File: config.mk
export PLATFORM = sky130hd
export DESIGN_NAME = linear_interp_resampler
export DESIGN_NICKNAME = d
export VERILOG_FILES = /design/src/design/lir_pkg.sv /design/src/design/linear_interp_resampler.sv /design/src/design/lir_interp.sv
export SDC_FILE = /design/constraint.sdc
export NUM_CORES = 1
export LEC_CHECK = 0
export BUFFER_PORTS_ARGS = -buffer_cell sky130_fd_sc_hd__buf_2
export CORE_MARGIN = 8
export CORE_UTILIZATION = 71
export CTS_BUF_LIST = sky130_fd_sc_hd__clkbuf_8
export DETAILED_ROUTE_END_ITERATION = 6
export GPL_TIMING_DRIVEN = 0
export PLACE_DENSITY_LB_ADDON = 0.05
export SETUP_SLACK_MARGIN = 0.2
export SLEW_MARGIN = 20
export SYNTH_ARGS = -nofsm -noshare
export SYNTH_HDL_FRONTEND = slang
export SYNTH_SLANG_ARGS = --single-unit
File: constraint.sdc
create_clock -name clock -period 10.8 [get_ports clock]
set_input_delay 1.08 -clock clock [delete_from_list [all_inputs] [get_ports clock]]
set_output_delay 1.08 -clock clock [all_outputs]
set_load 0.005 [all_outputs]
File: src/design/lir_pkg.sv
// Shared constants for the linear-interpolation resampler.
// Used by lir_interp, linear_interp_resampler and lir_checker; no dependencies.
`default_nettype none

package lir_pkg;

   // fraction bits of the phase accumulator and of the step register
   localparam int FRAC_BITS = 16;

   localparam int SAMPLE_W = 16;
   localparam int STEP_W   = 20;
   localparam int CLIP_W   = 15;
   localparam int PEND_W   = 4;
   localparam int MAX_RUN  = 16;
   localparam int RUN_W    = $clog2(MAX_RUN);

   // interpolation datapath widths
   localparam int DIFF_W = SAMPLE_W + 1;
   localparam int PROD_W = FRAC_BITS + 1 + DIFF_W;
   localparam int ACC_W  = FRAC_BITS + SAMPLE_W + 3;
   localparam int QUO_W  = ACC_W - FRAC_BITS;

   // phase accumulator widths
   localparam int SUM_W   = ((FRAC_BITS > STEP_W) ? FRAC_BITS : STEP_W) + 1;
   localparam int CARRY_W = SUM_W - FRAC_BITS;

   // configuration port
   localparam int CSR_IDX_W  = 1;
   localparam int CSR_DATA_W = STEP_W;
   localparam logic [CSR_IDX_W-1:0] CSR_PHASE_STEP = 1'b0;
   localparam logic [CSR_IDX_W-1:0] CSR_CLIP_LIMIT = 1'b1;

   // reset values
   localparam logic [STEP_W-1:0] STEP_RESET = STEP_W'(65536);
   localparam logic [CLIP_W-1:0] CLIP_RESET = CLIP_W'(32000);
   localparam logic [PEND_W-1:0] PEND_RESET = PEND_W'(1);
   localparam logic [PEND_W-1:0] PEND_MAX   = {PEND_W{1'b1}};

endpackage

`default_nettype wire

File: src/design/linear_interp_resampler.sv
// Linear-interpolation resampler top level: sequencer, window, phase and
// output register. Depends on lir_pkg and lir_interp.
//
// Each input sample shifts into a two-sample window and lowers the pending
// count; while the count is zero the block produces older + frac*(newer-older),
// truncated toward zero and clipped to +/- clip_limit, then advances the phase
// by phase_step and takes the integer carry (saturated at 15) as the new count.
// An input is accepted in the idle state; each result then takes a multiply
// state and an add/clip state into the output register, for 0 to 16 results
// per input, and waits in the add/clip state while the output register is held.
// The single multiplier in lir_interp forces the two states. A new input is
// taken as soon as the last result of a run is loaded, even while it awaits
// transfer. last_of_run marks the final result caused by an input. Write the
// CSRs only while the block is idle.
`default_nettype none

module linear_interp_resampler (
   input  logic                                   clock,
   input  logic                                   reset,
   input  logic                                   req_valid,
   output logic                                   req_stall,
   input  logic signed [lir_pkg::SAMPLE_W-1:0]    req_in_sample,
   output logic                                   rsp_valid,
   input  logic                                   rsp_stall,
   output logic signed [lir_pkg::SAMPLE_W-1:0]    rsp_out_sample,
   output logic                                   rsp_last_of_run,
   input  logic                                   csr_wr_en,
   input  logic        [lir_pkg::CSR_IDX_W-1:0]   csr_index,
   input  logic        [lir_pkg::CSR_DATA_W-1:0]  csr_wr_data
);
   import lir_pkg::*;

   localparam logic [1:0] ST_IDLE = 2'd0;
   localparam logic [1:0] ST_MUL  = 2'd1;
   localparam logic [1:0] ST_SUM  = 2'd2;

   logic [1:0]                 state_ff, state_in;
   logic [STEP_W-1:0]          step_ff, step_in;
   logic [CLIP_W-1:0]          clip_ff, clip_in;
   logic signed [SAMPLE_W-1:0] older_ff, older_in;
   logic signed [SAMPLE_W-1:0] newer_ff, newer_in;
   logic signed [DIFF_W-1:0]   diff_ff, diff_in;
   logic [FRAC_BITS-1:0]       frac_ff, frac_in;
   logic [PEND_W-1:0]          pend_ff, pend_in;
   logic [RUN_W-1:0]           run_ff, run_in;
   logic                       rsp_valid_ff, rsp_valid_in;
   logic signed [SAMPLE_W-1:0] rsp_sample_ff, rsp_sample_in;
   logic                       rsp_last_ff, rsp_last_in;

   logic                       req_xfer;
   logic                       out_free;
   logic [PEND_W-1:0]          pend_dec;
   logic [SUM_W-1:0]           phase_sum;
   logic [CARRY_W-1:0]         carry;
   logic [PEND_W-1:0]          pend_new;
   logic                       last;
   logic signed [SAMPLE_W-1:0] interp_value;

   lir_interp u_interp (
      .clock      (clock),
      .frac       (frac_ff),
      .diff       (diff_ff),
      .older      (older_ff),
      .clip_limit (clip_ff),
      .result     (interp_value)
   );

   assign req_stall       = (state_ff != ST_IDLE);
   assign req_xfer        = req_valid && !req_stall;
   assign out_free        = !rsp_valid_ff || !rsp_stall;
   assign rsp_valid       = rsp_valid_ff;
   assign rsp_out_sample  = rsp_sample_ff;
   assign rsp_last_of_run = rsp_last_ff;

   always_comb begin
      pend_dec  = (pend_ff != '0) ? pend_ff - 1'b1 : pend_ff;
      phase_sum = SUM_W'(frac_ff) + SUM_W'(step_ff);
      carry     = phase_sum[SUM_W-1:FRAC_BITS];
      pend_new  = (32'(carry) > 32'(PEND_MAX)) ? PEND_MAX : PEND_W'(carry);
      last      = (pend_new != '0) || (run_ff == RUN_W'(MAX_RUN - 1));
   end

   always_comb begin
      state_in      = state_ff;
      step_in       = step_ff;
      clip_in       = clip_ff;
      older_in      = older_ff;
      newer_in      = newer_ff;
      diff_in       = diff_ff;
      frac_in       = frac_ff;
      pend_in       = pend_ff;
      run_in        = run_ff;
      rsp_valid_in  = rsp_valid_ff && rsp_stall;
      rsp_sample_in = rsp_sample_ff;
      rsp_last_in   = rsp_last_ff;

      if (csr_wr_en) begin
         case (csr_index)
            CSR_PHASE_STEP: step_in = csr_wr_data[STEP_W-1:0];
            CSR_CLIP_LIMIT: clip_in = csr_wr_data[CLIP_W-1:0];
            default: ;
         endcase
      end

      case (state_ff)
         ST_IDLE: begin
            if (req_xfer) begin
               older_in = newer_ff;
               newer_in = req_in_sample;
               diff_in  = DIFF_W'(req_in_sample) - DIFF_W'(newer_ff);
               pend_in  = pend_dec;
               run_in   = '0;
               if (pend_dec == '0) begin
                  state_in = ST_MUL;
               end
            end
         end
         ST_MUL: begin
            state_in = ST_SUM;
         end
         ST_SUM: begin
            // hold until the output register can take the result
            if (out_free) begin
               rsp_valid_in  = 1'b1;
               rsp_sample_in = interp_value;
               rsp_last_in   = last;
               frac_in       = phase_sum[FRAC_BITS-1:0];
               pend_in       = pend_new;
               run_in        = run_ff + 1'b1;
               state_in      = last ? ST_IDLE : ST_MUL;
            end
         end
         default: begin
            state_in = ST_IDLE;
         end
      endcase
   end

   always_ff @(posedge clock) begin
      if (reset) begin
         state_ff     <= ST_IDLE;
         step_ff      <= STEP_RESET;
         clip_ff      <= CLIP_RESET;
         older_ff     <= '0;
         newer_ff     <= '0;
         frac_ff      <= '0;
         pend_ff      <= PEND_RESET;
         run_ff       <= '0;
         rsp_valid_ff <= 1'b0;
      end else begin
         state_ff     <= state_in;
         step_ff      <= step_in;
         clip_ff      <= clip_in;
         older_ff     <= older_in;
         newer_ff     <= newer_in;
         frac_ff      <= frac_in;
         pend_ff      <= pend_in;
         run_ff       <= run_in;
         rsp_valid_ff <= rsp_valid_in;
      end
   end

   always_ff @(posedge clock) begin
      diff_ff       <= diff_in;
      rsp_sample_ff <= rsp_sample_in;
      rsp_last_ff   <= rsp_last_in;
   end

endmodule

`default_nettype wire

File: src/design/lir_interp.sv
// Shared interpolation unit: registered multiply of fraction by sample delta,
// then add, truncate toward zero and clip. Depends on lir_pkg.
`default_nettype none

module lir_interp (
   input  logic                                    clock,
   input  logic        [lir_pkg::FRAC_BITS-1:0]    frac,
   input  logic signed [lir_pkg::DIFF_W-1:0]       diff,
   input  logic signed [lir_pkg::SAMPLE_W-1:0]     older,
   input  logic        [lir_pkg::CLIP_W-1:0]       clip_limit,
   output logic signed [lir_pkg::SAMPLE_W-1:0]     result
);
   import lir_pkg::*;

   localparam logic [ACC_W-1:0] FRAC_ONES = {{(ACC_W-FRAC_BITS){1'b0}}, {FRAC_BITS{1'b1}}};

   logic signed [FRAC_BITS:0]  frac_s;
   logic signed [PROD_W-1:0]   prod_in;
   logic signed [PROD_W-1:0]   prod_ff;
   logic signed [ACC_W-1:0]    older_ext;
   logic signed [ACC_W-1:0]    acc;
   logic signed [ACC_W-1:0]    acc_adj;
   logic signed [QUO_W-1:0]    quo;
   logic signed [QUO_W-1:0]    lim_pos;
   logic signed [QUO_W-1:0]    lim_neg;

   assign frac_s  = $signed({1'b0, frac});
   assign prod_in = frac_s * diff;

   always_ff @(posedge clock) begin
      prod_ff <= prod_in;
   end

   always_comb begin
      older_ext = ACC_W'(older);
      acc       = (older_ext <<< FRAC_BITS) + ACC_W'(prod_ff);
      // bias negative values so the arithmetic shift truncates toward zero
      acc_adj   = acc + (acc[ACC_W-1] ? $signed(FRAC_ONES) : $signed({ACC_W{1'b0}}));
      quo       = QUO_W'(acc_adj >>> FRAC_BITS);
      lim_pos   = $signed(QUO_W'(clip_limit));
      lim_neg   = -lim_pos;
      if (quo > lim_pos) begin
         result = SAMPLE_W'(lim_pos);
      end else if (quo < lim_neg) begin
         result = SAMPLE_W'(lim_neg);
      end else begin
         result = SAMPLE_W'(quo);
      end
   end

endmodule

`default_nettype wire

==> results of run 1 <==
kinds of logic (layout without fill, tap and decap cells):
kind of cell,count (synthesis),in the layout,synth area share
multiplexers,14,14,0.00764
AO/OA/AOI/OAI,377,377,0.124
buffers and inverters,405,496,0.0803
flip-flops,162,162,0.187
adder cells (fa/ha/maj),441,441,0.371
AND/OR/NAND/NOR,741,741,0.186
XOR/XNOR,96,96,0.0439
per-layer routing:
metal / vias up / wire (µm) / GRT usage
met3: 97 / 3820 / 0.0563
met5: - / 0 / 0
li1: 7481 / - / -
met1: 7728 / 20900 / 0.408
met4: 0 / 1660 / 0.104
met2: 597 / 22100 / 0.487
layout make-up:
cell class                      instances  area [µm²]
Buffer                                 80         322
Clock buffer                           17         234
Clock inverter                         15         164
Fill cell                            2047        6440
Inverter                              325        1220
Multi-Input combinational cell       1669       14000
Sequential cell                       162        3580
Tap cell                              341         427
Timing Repair Buffer                   59         295
how the worst max path moves through the flow:
stage	depth (start not counted)	slack [ns]	to
global route	29	1.72	rsp_out_sample[8]$_DFFE_PP_
global placement	29	1.68	rsp_out_sample[8]$_DFFE_PP_
floorplan	29	3.45	rsp_out_sample[11]$_DFFE_PP_
CTS	29	2.39	rsp_out_sample[8]$_DFFE_PP_
detailed placement	29	2.44	rsp_out_sample[8]$_DFFE_PP_
finish	29	2.20	rsp_out_sample[0]$_DFFE_PP_
placed cells by master (no fill, tap or decap), types with 11 or more instances in the layout:
cell | Yosys | layout
nand2_1 | 332 | 332
inv_1 | 321 | 322
ha_1 | 228 | 228
fa_1 | 212 | 212
a21oi_1 | 157 | 157
and2_1 | 149 | 149
dfxtp_1 | 128 | 128
nor2_1 | 83 | 83
xnor2_1 | 72 | 72
clkbuf_1 | 67 | 67
buf_2 | 6 | 67
o21ai_0 | 59 | 58
edfxtp_1 | 34 | 34
nor3_1 | 32 | 32
a21o_1 | 29 | 29
nand3_1 | 28 | 28
nor2b_1 | 27 | 27
xor2_1 | 24 | 24
nand2b_1 | 24 | 24
and3_1 | 18 | 18
o21a_1 | 17 | 17
clkbuf_8 | 0 | 17
o211ai_1 | 14 | 14
nand4_1 | 11 | 11
flip-flops by register name, summed over array words and instances, names as in the netlist:
register / flops
clip_ff: 15
diff_ff: 17
frac_ff: 16
newer_ff: 16
older_ff: 16
pend_ff: 4
rsp_last_of_run: 1
rsp_out_sample: 16
rsp_valid: 1
run_ff: 4
state_ff: 2
step_ff: 20
u_interp.prod_ff: 34
power by group:
part / internal [mW] / switching, mW / leakage, nW
registers: 0.748 / 0.117 / 1.37
clock network: 0.194 / 0.259 / 0.206
logic: 0.600 / 0.968 / 8.26
per-stage QoR:
stage	hold WS, ns	setup slack (ns)	std cells
global placement	0.446	1.68	2636
CTS	0.460	2.39	2668
detailed placement	0.449	2.44	2636
floorplan	0.436	3.45	2236
global route	0.491	1.72	2668
finish	0.463	2.20	2668
worst max-delay path, delay by kind of cell (launching register included):
family          cells  cell delay (ns)
flops               1             0.37
fa+ha+maj           4             1.35
compound gates     11             3.56
simple gates        8             1.34
buf+inv             5             1.35
xor+xnor            1             0.41
==> results_dict.tcl, run 1 <==
set metrics [dict create \
    drc 0 \
    routedWlPerCell_um 18.2 \
    r2r_start "older_ff[0]$_SDFFE_PP0P_" \
    drive_gt1_frac 0.0498 \
    post-route-min-period_ns 8.60 \
    numCtsBuffers 17 \
    area_delta_synth_final_pct 5.88 \
    clkTransAtPathRegs_ns 0.10 \
    power_mw 2.89 \
    via_count 15900 \
    synthCells 2236 \
    cts_buffer_depth 2 \
    clock_sink_count 162 \
    grt_pass1_wl_um 80600 \
    cts_hold_buf 0 \
    worst-slew-pin-transition_ns 0.952 \
    hold_class "reg -> reg" \
    gp_congestion 0.920 \
    portBuffers 59 \
    ios 61 \
    p_leak_nw 9.83 \
    clock-root-buffer "clkbuf_8" \
    final.setup.tns_ns 0 \
    finClkSkew_ns 0.0217 \
    yosysUniqueCellTypes 76 \
    syn-cell-area_mm2 0.0192 \
    cts_resized 0 \
    stdcell_area_mm2 0.0203 \
    cts_tree "built" \
    die_y_um 180 \
    clk_latency_ns 0.47 \
    rsz0062_at_grt "false" \
    die_x_um 180 \
    rrSetupSlack_ns 2.20 \
    rows 60 \
    reg2reg_depth 29 \
    totalWireLength_um 48500 \
    vdd_drop_max_uv 115 \
    grt_pass1_vias 16200 \
    cts_setup_buffers 0 \
    dp_hpwl_um 39600 \
    ys_warn_count 0 \
    min_from "clip_ff[3]$_SDFFE_PP0P_" \
    postPlaceCellArea_mm2 0.0199 \
    core_area_mm2 0.0267 \
    max_freq_ghz 0.116 \
    cp-start-kind "register" \
    synth_seq_cells 162 \
    vias_per_cell 5.96 \
    synthFlopType "dfxtp_1" \
    end_kind "register" \
    crit_fanout 16 \
    synth.most_common_cell "nand2_1" \
    start_util 0.717 \
    hold_end "clip_ff[3]$_SDFFE_PP0P_" \
    ant_nets 0 \
    syn_nets 2718 \
    worstSetupPathType "reg -> reg" \
    drtPass1Iterations 6 \
    crit_path_start "older_ff[0]$_SDFFE_PP0P_" \
    grt_usage 0.303 \
    antenna_found_initial 0 \
    diodes 0 \
    h-tree-depth 4 \
    outcome "finished clean" \
    dieArea_mm2 0.0325 \
    setup_viol 0 \
    hold_depth 2 \
    drv_cap 0 \
    slew_headroom 0.360 \
    final_nets 2796 \
    worst_path_max_delay_cell "o21ai_2" \
    fin_crit_sh 0.796 \
    synthArstFlopShare 0 \
    hold_violations 0 \
    synth_edf_count 34 \
    synth_top_area_frac 0.222 \
    crit_required_ns 11.09 \
    drtIter0Drc 1483 \
    critPathMaxStageDelay_ns 0.62 \
    r2r_end "rsp_out_sample[0]$_DFFE_PP_" \
    overflow 0 \
    worstPathArrival_ns 8.88 \
    grt_max_degree 27 \
    ys_top_cells_by_area "fa_1 22%, ha_1 15%, dfxtp_1 13%" \
    powerDensity_mw_per_mm2 142 \
    final_core_util 0.759 \
    synth_top_area_cell "fa_1" \
    avgSynthCellArea_um2 8.57 \
    ys_seq_area_frac 0.187 \
    synth_commonest_cells "332 x nand2_1, 321 x inv_1, 228 x ha_1" \
    drv_slew 0 \
]
Note: power is estimated with default switching activity, not from simulation.
==> inputs of run 2 (changes only) <==
ABC_AREA = 1   (was not set)
CORE_UTILIZATION = 60   (was 71)
clock period = 7.38 ns   (was 10.8 ns; I/O delays follow)
==> results_dict.tcl, run 2 <==
set metrics [dict create \
    outcome "finished clean" \
    vdd_drop_max_uv 419 \
    synth_commonest_cells "554 x inv_1, 530 x nand2_1, 228 x ha_1" \
    routedWlPerCell_um 16.9 \
    worst_slack_ns 0.443 \
    via_count 16300 \
    layout_commonest_cell "inv_1" \
    worstSetupPathType "reg -> reg" \
    ys_top_cells_by_area "fa_1 22%, ha_1 15%, dfxtp_1 13%" \
    grt_max_degree 27 \
    gp_congestion 0.952 \
    synth_top_area_cell "fa_1" \
    totalWireLength_um 51000 \
    synthArstFlopShare 0 \
    fillers 2865 \
    fin_crit_sh 0.940 \
    clock_sink_count 162 \
    route.met2.wl_um 23600 \
    dp_hpwl_um 42600 \
    drtIter0Drc 1143 \
    drtPass1Iterations 7 \
    diodes 0 \
    portBuffers 59 \
    end_kind "register" \
    multiInputGateArea_mm2 0.0133 \
    final_nets 3082 \
    syn_nets 3004 \
    seq_area_mm2 0.00358 \
    h-tree-depth 4 \
    largest_reg_flops 34 \
    hold_ws_ns 0.483 \
    wl_met3_um 3790 \
    synth.most_common_cell "inv_1" \
    vias_per_cell 5.40 \
    dp_worst_setup_slack_ns -0.551 \
    clock-root-buffer "clkbuf_8" \
    setup_viol 0 \
    avgSynthCellArea_um2 7.65 \
    drv_cap 0 \
    drc 0 \
    finClkSkew_ns 0.0205 \
    dieArea_mm2 0.0382 \
    drive_gt1_frac 0.0681 \
    synthCells 2522 \
    area_delta_synth_final_pct 6.55 \
    rows 65 \
    max_freq_ghz 0.144 \
    clk_latency_ns 0.49 \
    regMostFlops "u_interp.prod_ff" \
    hold_violations 0 \
    synthFlopType "dfxtp_1" \
    powerDensity_mw_per_mm2 414 \
    core_area_mm2 0.0316 \
    numCtsBuffers 17 \
    wl_met1_um 22500 \
    reg.largest.list "u_interp.prod_ff x34, step_ff x20, diff_ff x17" \
    synth_seq_cells 162 \
    drv_slew 0 \
    yosysUniqueCellTypes 51 \
    hold_class "reg -> reg" \
    ys_warn_count 0 \
    die_y_um 195 \
    slew_headroom 0.515 \
    cts_hold_buf 0 \
    rsz0062_at_grt "true" \
    ant_nets 0 \
    final_cell_mix "554 x inv_1, 530 x nand2_1, 228 x ha_1" \
    synth_top_area_frac 0.220 \
    cts_tree "built" \
    grt_usage 0.273 \
    antenna_found_initial 0 \
    grt_pass1_vias 16100 \
    cts_buffer_depth 2 \
    clkTransAtPathRegs_ns 0.11 \
    worstPathArrival_ns 7.33 \
    highest_layer "met4" \
    synth_edf_count 34 \
    grt_pass1_wl_um 83100 \
    die_x_um 195 \
    start_util 0.610 \
    post-route-min-period_ns 6.94 \
    crit_required_ns 7.78 \
    ys_seq_area_frac 0.186 \
    crit_fanout 10 \
    cp-start-kind "register" \
    ios 61 \
    overflow 0 \
    syn-cell-area_mm2 0.0193 \
    p_leak_nw 11.6 \
    worst-slew-pin-transition_ns 0.728 \
]
==> run 2: cell count changes after synthesis, moves of 39 or more <==
| cell | previous run | this run |
|---|---|---|
| and2_1 | 149 | 1 |
| inv_1 | 321 | 554 |
| nand2_1 | 332 | 530 |
| nand3_1 | 28 | 68 |
| nor2_1 | 83 | 145 |
| o21ai_0 | 59 | 132 |
| xnor2_1 | 72 | 29 |
| xor2_1 | 24 | 63 |
==> run 2: routing by layer <==
layer / track usage / up-vias
met4: 0.0766 / 0
met2: 0.448 / 535
li1: - / 7938
met3: 0.0526 / 79
met1: 0.365 / 7741
met5: 0 / -
==> run 2: cell type report <==
type	instances	share of cell area
Multi-Input combinational cell	1706	0.645
Sequential cell	162	0.174
Inverter	558	0.102
Tap cell	402	0.0245
Buffer	96	0.0206
Timing Repair Buffer	59	0.0144
Clock buffer	17	0.0114
Clock inverter	15	0.00767
==> run 2: power by group <==
part | leakage [nW] | switching (mW) | internal [mW]
Combinational | 10.0 | 4.20 | 2.29
Sequential | 1.38 | 0.134 | 1.23
Clock | 0.197 | 0.404 | 0.255
Total | 11.6 | 4.74 | 3.77
==> run 2: final timing paths <==
| kind | cells past startpoint | to | from | slack [ns] |
|---|---|---|---|---|
| worst max-delay path | 26 | u_interp.prod_ff[28]$_DFF_P_ | diff_ff[6]$_DFFE_PP_ | 0.44 |
| worst min-delay path | 1 | state_ff[0]$_SDFFE_PP0P_ | state_ff[1]$_SDFFE_PP0P_ | 0.48 |
| worst max register to register | 26 | u_interp.prod_ff[28]$_DFF_P_ | diff_ff[6]$_DFFE_PP_ | 0.44 |
| worst min register to register | 1 | state_ff[0]$_SDFFE_PP0P_ | state_ff[1]$_SDFFE_PP0P_ | 0.48 |
==> run 2: per-stage QoR <==
step	utilization	instance area [µm²]	TNS [ns]	instances	total power, mW
after floorplan	-	19300	0	2522	6.02
after global placement	0.635	20100	-1.60	2983	7.65
after detailed placement	0.635	20100	-1.95	2983	7.78
after CTS	0.649	20500	0	3015	8.49
after global routing	0.650	20600	0	3015	9.47
final	0.650	20600	0	3015	8.51
==> run 2: repair_timing <==
item | in CTS | in global routing
setup endpoints to repair | 8 | 24
setup buffers | 0 | 0
resized for setup | 31 | 27
==> run 2: kinds of logic (layout without fill, tap and decap cells) <==
kind of cell / count (synthesis) / after routing / share of synthesized area
simple gates: 819 / 819 / 0.175
fa+ha+maj: 440 / 440 / 0.368
flops: 162 / 162 / 0.186
buf+inv: 654 / 745 / 0.128
xor+xnor: 96 / 96 / 0.0451
compound gates: 351 / 351 / 0.0982
==> run 2: critical path, cell delays in order, from the launching register on <==
cell and delay [ns]:
edfxtp_1 0.48, clkbuf_2 0.33, clkbuf_2 0.33, nand2_1 0.13, fa_1 0.53, inv_1 0.06, fa_1 0.47, ha_1 0.23
fa_1 0.54, inv_1 0.05, fa_1 0.46, fa_1 0.54, inv_1 0.04, ha_1 0.34, nand2_1 0.06, inv_1 0.05
a21oi_1 0.10, o21ai_1 0.27, a21boi_1 0.17, o21ai_2 0.32, a21boi_1 0.17, o21ai_2 0.27, a21boi_1 0.19, o21ai_1 0.29
nand2_1 0.12, nand2_1 0.09, xor2_1 0.19
==> inputs of run 3 (changes only) <==
CORE_UTILIZATION = 30   (was 60)
SYNTH_HIERARCHICAL = 1   (was not set)
==> results_dict.tcl, run 3 <==
set metrics [dict create \
    synth_top_area_frac 0.214 \
    synth.most_common_cell "nand2_1" \
    hold_class "in -> reg" \
    ys_warn_count 6 \
    ant_nets 0 \
    reg.largest.list "u_interp/prod_ff x34, step_ff x20, diff_ff x17" \
    reg2reg_depth 23 \
    gp_congestion 0.845 \
    p_leak_nw 12.0 \
    synthArstFlopShare 0 \
    clk_latency_ns 0.54 \
    h-tree-depth 4 \
    r2r_end "u_interp/prod_ff[32]$_DFF_P_" \
    ios 61 \
    final_cell_mix "556 x nand2_1, 538 x inv_1, 228 x ha_1" \
    synth_commonest_cells "557 x nand2_1, 539 x inv_1, 228 x ha_1" \
    drive_gt1_frac 0.0966 \
    final.setup.tns_ns 0 \
    clock-root-buffer "clkbuf_8" \
    grt_pass1_wl_um 94500 \
    end_kind "register" \
    numCtsBuffers 17 \
    rows 94 \
    cpMostUsedCell "fa_1" \
    worstPathArrival_ns 7.26 \
    clkTransAtPathRegs_ns 0.10 \
    synth_top_area_cell "fa_1" \
    finClkSkew_ns 0.0188 \
    grt_pass1_vias 16500 \
    rrSetupSlack_ns 0.55 \
    synth_seq_cells 162 \
    layout_commonest_cell "nand2_1" \
    antenna_found_initial 0 \
    area_delta_synth_final_pct 9.87 \
    drc 0 \
    grt_max_degree 27 \
    cp_cell_sequence "clkbuf_2, clkbuf_4, nand2_1, fa_1, inv_1, fa_1, fa_1, fa_1, inv_1, fa_1, inv_1, fa_1, ha_1, a21oi_1, o21ai_0, a21oi_2, o21bai_2, a21oi_2, o21ai_0, a21boi_1, o21bai_1, a21oi_1, xnor2_1" \
    die_x_um 273 \
    clock_sink_count 162 \
    drv_cap 0 \
    worst-slew-pin-transition_ns 0.734 \
    avgSynthCellArea_um2 7.61 \
    largest_reg_flops 34 \
    setup_viol 0 \
    ys_seq_area_frac 0.181 \
    crit_required_ns 7.82 \
    max_freq_ghz 0.146 \
    fin_crit_sh 0.925 \
    critPathMaxStageDelay_ns 0.56 \
    hold_ws_ns 0.415 \
    die_y_um 273 \
    post-route-min-period_ns 6.83 \
    drtPass1Iterations 5 \
    slew_headroom 0.511 \
    worst_path_max_delay_cell "fa_1" \
    cts_tree "built" \
    rsz0062_at_grt "false" \
    worst_slack_ns 0.551 \
    crit_fanout 10 \
    core_area_mm2 0.0655 \
    syn-cell-area_mm2 0.0198 \
    syn_nets 3082 \
    dieArea_mm2 0.0745 \
    synth_edf_count 34 \
    drtIter0Drc 758 \
    vias_per_cell 4.58 \
    vdd_drop_max_uv 165 \
    worstSetupPathType "reg -> reg" \
    cts_buffer_depth 2 \
    portBuffers 59 \
    ys_top_cells_by_area "fa_1 21%, ha_1 14%, dfxtp_1 13%" \
    start_util 0.302 \
    r2r_start "frac_ff[8]$_SDFFE_PP0P_" \
    drv_slew 0 \
    hold_violations 0 \
    outcome "finished clean" \
    powerDensity_mw_per_mm2 402 \
    synthFlopType "dfxtp_1" \
    final_nets 3161 \
    totalWireLength_um 60700 \
    crit_path_start "frac_ff[8]$_SDFFE_PP0P_" \
    grt_usage 0.164 \
    yosysUniqueCellTypes 59 \
    dp_worst_setup_slack_ns -0.717 \
    via_count 16300 \
    crit_path_end "u_interp/prod_ff[32]$_DFF_P_" \
    synthCells 2600 \
    routedWlPerCell_um 17.1 \
    regMostFlops "u_interp/prod_ff" \
    cp-start-kind "register" \
    overflow 0 \
    dp_hpwl_um 51400 \
]
## run 3: what timing repair did
item | in CTS | in global routing
setup buffers | 0 | 1
hold buffers | 0 | 0
setup endpoints to repair | 13 | 23
gates resized for setup | 42 | 68
## run 3: layer usage
layer,part of all wire,vias to the layer above,GRT usage
li1,-,8203,-
met1,0.49,7820,0.231
met2,0.46,223,0.269
met3,0.031,42,0.0237
met4,0.011,0,0.0298
met5,0,-,0
## run 3: power breakdown
part	switching [mW]	internal, mW
registers	0.143	1.21
clock network	0.382	0.344
logic	4.27	2.39
total	4.80	3.95
## run 3: kinds of logic after synthesis
logic type,count (synthesis),share of synthesized area
AO/OA/AOI/OAI,348,0.0960
XOR/XNOR,90,0.0413
adder cells (fa/ha/maj),440,0.358
buffers and inverters,640,0.123
flip-flops,162,0.181
AND/OR/NAND/NOR,920,0.200
## run 3: through the flow
step | total power [mW] | utilization | cell area [µm²] | cells
global route | 9.78 | 0.332 | 21700 | 3556
CTS | 8.91 | 0.331 | 21700 | 3555
finish | 8.75 | 0.332 | 21800 | 3557
floorplan | 6.13 | - | 19800 | 2600
detailed placement | 8.09 | 0.323 | 21200 | 3523
global placement | 8.10 | 0.323 | 21200 | 3523
## run 3: critical path: cells and delay by family, from the launching register on
| kind | cells | cell delay, ns |
|---|---|---|
| adders and majority gates | 7 | 3.40 |
| buffers and inverters | 5 | 0.84 |
| xor gates and xnor gates | 1 | 0.18 |
| AOI/OAI and AO/OA | 9 | 1.73 |
| and+or+nand+nor | 1 | 0.10 |
| DFF | 1 | 0.46 |
## run 3: area by class of cell
class / instances / area, µm²
Sequential cell: 162 / 3580
Antenna cell: 1 / 2.50
Clock buffer: 17 / 234
Buffer: 95 / 490
Multi-Input combinational cell: 1798 / 13800
Timing Repair Buffer: 60 / 303
Inverter: 545 / 2050
Clock inverter: 15 / 196
Fill cell: 7122 / 43800
Tap cell: 864 / 1080
## run 3: how the worst min path moves through the flow
stage / start / to / slack, ns / depth (start not counted)
floorplan: run_ff[3]$_SDFFE_PP0P_ / run_ff[3]$_SDFFE_PP0P_ / 0.44 / 1
detailed placement: run_ff[3]$_SDFFE_PP0P_ / run_ff[3]$_SDFFE_PP0P_ / 0.46 / 1
CTS: csr_wr_data[16] / step_ff[16]$_SDFFE_PP1P_ / 0.35 / 3
global placement: state_ff[1]$_SDFFE_PP0P_ / state_ff[0]$_SDFFE_PP0P_ / 0.45 / 1
global route: csr_wr_data[8] / clip_ff[8]$_SDFFE_PP1P_ / 0.40 / 3
finish: csr_wr_data[16] / step_ff[16]$_SDFFE_PP1P_ / 0.42 / 3
